### src/hbid_pkg.sv
`timescale 1ns / 1ps
// Shared types, constants and helpers of the hierarchical bitmap ID allocator.
// Used by every module in src; no dependencies.
package hbid_pkg;

    localparam int FANOUT_BITS = 5;
    localparam int LEVELS      = 2;
    localparam int FAN         = 1 << FANOUT_BITS;
    localparam int ID_BITS     = FANOUT_BITS * LEVELS;
    localparam int ID_SPACE    = 1 << ID_BITS;
    localparam int NUM_LEAVES  = ID_SPACE >> FANOUT_BITS;
    localparam int LEAF_W      = ID_BITS - FANOUT_BITS;
    localparam int LVL_W       = $clog2(LEVELS + 1);
    localparam int VALUE_WIDTH = 64;
    localparam int DATA_W      = 64;

    typedef logic [FAN-1:0] fan_map_t;

    typedef enum logic [2:0] {
        CMD_ALLOC      = 3'd0,
        CMD_ALLOC_FROM = 3'd1,
        CMD_FREE       = 3'd2,
        CMD_LOOKUP     = 3'd3,
        CMD_REPLACE    = 3'd4,
        CMD_CLEAR      = 3'd5
    } cmd_t;

    typedef enum logic [1:0] {
        ST_OK        = 2'd0,
        ST_NO_SPACE  = 2'd1,
        ST_NOT_ALLOC = 2'd2
    } status_t;

    typedef struct packed {
        logic [2:0]        command;
        logic [9:0]        id;
        logic [DATA_W-1:0] value;
    } in_word_t;

    typedef struct packed {
        logic [1:0]        status;
        logic [9:0]        result_id;
        logic [DATA_W-1:0] result_value;
    } out_word_t;

    // leaf bitmap store access for one cycle
    typedef struct packed {
        logic [LEAF_W-1:0] rd_addr;
        logic              wr_en;
        logic [LEAF_W-1:0] wr_addr;
        fan_map_t          wr_data;
        logic              clear;
    } leaf_req_t;

    // index of the lowest set bit, zero when none
    function automatic logic [FANOUT_BITS-1:0] lowest_set(input fan_map_t m);
        logic [FANOUT_BITS-1:0] idx;
        idx = '0;
        for (int i = FAN - 1; i >= 0; i--) begin
            if (m[i]) begin
                idx = FANOUT_BITS'(i);
            end
        end
        return idx;
    endfunction

endpackage

### src/hbid_leaf_store.sv
`timescale 1ns / 1ps
// Leaf free-bitmap memory with per-row valid bits; an unwritten row reads all free.
// Depends on hbid_pkg.
module hbid_leaf_store (
    input  logic                aclk,
    input  logic                aresetn,
    input  hbid_pkg::leaf_req_t req,
    output hbid_pkg::fan_map_t  rd_data
);

    hbid_pkg::fan_map_t                   mem [hbid_pkg::NUM_LEAVES];
    logic [hbid_pkg::NUM_LEAVES-1:0]      vld_reg;
    hbid_pkg::fan_map_t                   rd_reg;
    logic                                 rd_vld_reg;

    always_ff @(posedge aclk) begin
        if (req.wr_en) begin
            mem[req.wr_addr] <= req.wr_data;
        end
        rd_reg <= mem[req.rd_addr];
    end

    always_ff @(posedge aclk) begin
        if (!aresetn) begin
            vld_reg    <= '0;
            rd_vld_reg <= 1'b0;
        end else begin
            rd_vld_reg <= vld_reg[req.rd_addr];
            if (req.clear) begin
                vld_reg <= '0;
            end else if (req.wr_en) begin
                vld_reg[req.wr_addr] <= 1'b1;
            end
        end
    end

    assign rd_data = rd_vld_reg ? rd_reg : '1;

endmodule

### config.mk
export PLATFORM = sky130hd
export DESIGN_NAME = hbid_leaf_store
export DESIGN_NICKNAME = d
export VERILOG_FILES = /design/src/hbid_pkg.sv /design/src/hbid_leaf_store.sv
export SDC_FILE = /design/constraint.sdc
export NUM_CORES = 1
export LEC_CHECK = 0
export BUFFER_PORTS_ARGS = -buffer_cell sky130_fd_sc_hd__buf_2
export CORE_MARGIN = 1
export CORE_UTILIZATION = 62
export DETAILED_ROUTE_END_ITERATION = 7
export GPL_TIMING_DRIVEN = 0
export PLACE_DENSITY = 0.77
export SYNTH_ARGS = -nofsm -noshare
export SYNTH_HDL_FRONTEND = slang
export SYNTH_SLANG_ARGS = --single-unit
### constraint.sdc
create_clock -name aclk -period 3.24 [get_ports aclk]
set_input_delay 0.486 -clock aclk [delete_from_list [all_inputs] [get_ports aclk]]
set_output_delay 0.486 -clock aclk [all_outputs]
set_load 0.01 [all_outputs]
==> results_dict.tcl <==
set metrics [dict create \
    multi_input_area_sq_um 8740 \
    grt_pass1_wl_um 147000 \
    cts_tree "yes" \
    p_leak_nw 14.7 \
    grt_overflow 0 \
    ios 78 \
    numClockSinks 1089 \
    wl_met3_um 12700 \
    worstReg2RegEnd "rd_reg[22]$_DFF_P_" \
    vias_per_cell 6.97 \
    finalHoldViolations 0 \
    ff_latch_area_sq_um 32100 \
    core_area_sq_um 64900 \
    r2r-start "mem[3][22]$_DFFE_PP_" \
    fmax_mhz 351 \
    highest_layer "met4" \
    syn_inst 1661 \
    crit_path_end "rd_reg[22]$_DFF_P_" \
    async_flop_share_pct 0 \
    synthTopCellsByArea "edfxtp_1 75%, mux4_2 18%, dfxtp_1 3.2%" \
    ir_drop_mv 0.610 \
    crit_fanout 10 \
    fill_cells 3459 \
    status "complete, no violations" \
    syn_area_sq_um 41000 \
    min_path_type "in2reg" \
    cts_buffer_depth 3 \
    slew_headroom_pct 17.3 \
    yosysTopAreaCellShare_pct 75.0 \
    wl_met2_um 51300 \
    antenna_found_initial 3 \
    crit_path_start_kind "primary input" \
    clk_pin_slew_worst_paths_ns 0.06 \
    drt_first_iter_violations 2799 \
    timing.critical_path.from "req[40]" \
    cp-end-kind "flip-flop" \
    cts_buffers 105 \
    ys_seq_area_share_pct 78.2 \
    route.vias.total 19700 \
    finalMaxSlewViolations 0 \
    largest_reg_flops 1024 \
    fin_crit_sh_pct 88.0 \
    root_buffer "clkbuf_16" \
    ant_nets 0 \
    cp.required_ns 3.76 \
    synthFlopType "edfxtp_1" \
    place_area_sq_um 43300 \
    dieHeight_um 259 \
    ys_types 25 \
    area_growth_syn_to_layout_pct 14.6 \
    groute.usage.overall_pct 32.0 \
    finalPower_mw 30.0 \
    cts_resized 0 \
    setup.worst_path.class "in2reg" \
    start_util_pct 63.1 \
    synth_edf_count 1024 \
    synth.net_count 1707 \
    power.density_nw_per_um2 639 \
    fin_area_sq_um 47000 \
    fp-row-count 93 \
    wl_met1_um 36600 \
    totalWireLength_um 104000 \
    grt_pass1_vias 20600 \
    ctsHtreeMaxLevel 3 \
    grt_max_degree 33 \
    cp.arrival_ns 3.37 \
    firstDrtPassIters 6 \
    worstMarginPinSlew_ns 1.24 \
    synthTopCellsByCount "1,024 x edfxtp_1, 326 x mux4_2, 65 x dfxtp_1" \
    post_drt_wl_per_cell_um 36.8 \
    die_x_um 259 \
    synth_seq_cells 1089 \
    port_buffers 72 \
    rsz0062_at_grt "false" \
    drv_cap 0 \
    finish.utilization_pct 72.4 \
    insertion_delay_ns 0.68 \
    reg2reg_setup_slack_ns 1.27 \
    fin_worst_skew_ns 0.0171 \
    remaining_drc_errors 0 \
    holdBufCountCts 0 \
    synth_top_area_cell "edfxtp_1" \
    finalSetupViolCount 0 \
    routabilityCongestion 0.747 \
    fin_crit_ns 2.85 \
    yosysWarnings 0 \
    fp.dieArea_sq_um 67100 \
    layout-drive-gt1-share_pct 35.1 \
    ff2ff_path_depth 3 \
    yosysMostFrequentCell "edfxtp_1" \
    hpwl_um 59800 \
    post_cts_buffers 0 \
    nets 1919 \
    syn_avg_cell_area_sq_um 24.7 \
]
==> how the worst min path moves through the flow <==
stage	startpoint	to	cells past startpoint
2_1_floorplan	vld_reg[8]$_SDFFE_PP0P_	vld_reg[8]$_SDFFE_PP0P_	1
3_3_place_gp	vld_reg[8]$_SDFFE_PP0P_	vld_reg[8]$_SDFFE_PP0P_	1
3_5_place_dp	vld_reg[8]$_SDFFE_PP0P_	vld_reg[8]$_SDFFE_PP0P_	1
4_1_cts	aresetn	rd_vld_reg$_SDFF_PN0_	2
5_1_grt	aresetn	rd_vld_reg$_SDFF_PN0_	2
6_report	aresetn	rd_vld_reg$_SDFF_PN0_	2
==> layout by cell type, fill, tap and decap left out, drive strengths merged, types with 2 or more instances in the layout <==
cell type and count:
buf 147, bufinv 18, clkbuf 174, clkinv 37, clkinvlp 7, dfxtp 65, diode 2, edfxtp 1024
inv 4, mux2 34, mux2i 4, mux4 326, nand2 2, nand2b 32, nand3 2, nand3b 5
nor2 34, nor2b 4, nor3b 2, o21a 32, or3b 3
==> layer usage <==
metal / up-vias / GRT usage, %
li1: 7568 / -
met1: 10400 / 43.7
met2: 1542 / 51.0
met3: 188 / 7.99
met4: 0 / 11.8
met5: - / 0
==> critical path, stage by stage <==
cell	delay (ns)
clkbuf_1	0.53
clkbuf_1	0.98
mux4_2	0.48
mux4_2	0.52
mux2_2	0.37
==> per-stage QoR <==
stage | TNS (ns) | hold WS, ns | setup slack [ns] | cells
2_1_floorplan | 0 | 0.433 | 0.287 | 1661
3_3_place_gp | -1524.61 | 0.441 | -1.77 | 2588
3_5_place_dp | -0.758 | 0.446 | -0.142 | 2621
4_1_cts | 0 | 0.155 | 0.418 | 2817
5_1_grt | 0 | 0.174 | 0.374 | 2819
6_report | 0 | 0.186 | 0.388 | 2819
==> where the power goes <==
group	leakage [nW]	total, mW	internal, mW	switching [mW]
clock	1.76	12.9	7.53	5.33
combinational	3.16	1.48	0.621	0.855
sequential	9.76	15.7	15.6	0.0752
==> logic make-up (layout without fill, tap and decap cells) <==
kind of cell    Yosys count  after routing  synth area share, %
buf+inv                  86            387                 1.07
compound gates           36             36                0.668
other cells               0              2                    0
mux                     364            364                 18.9
flops                  1089           1089                 78.2
simple gates             86             86                 1.13
==> layout make-up <==
class / count / area share, %
Clock buffer: 130 / 5.86
Sequential cell: 1089 / 68.2
Antenna cell: 2 / 0.0107
Multi-Input combinational cell: 486 / 18.6
Timing Repair Buffer: 105 / 2.21
Buffer: 86 / 0.932
Tap cell: 855 / 2.28
Clock inverter: 66 / 1.88
Power figures use the tool's default switching activity.
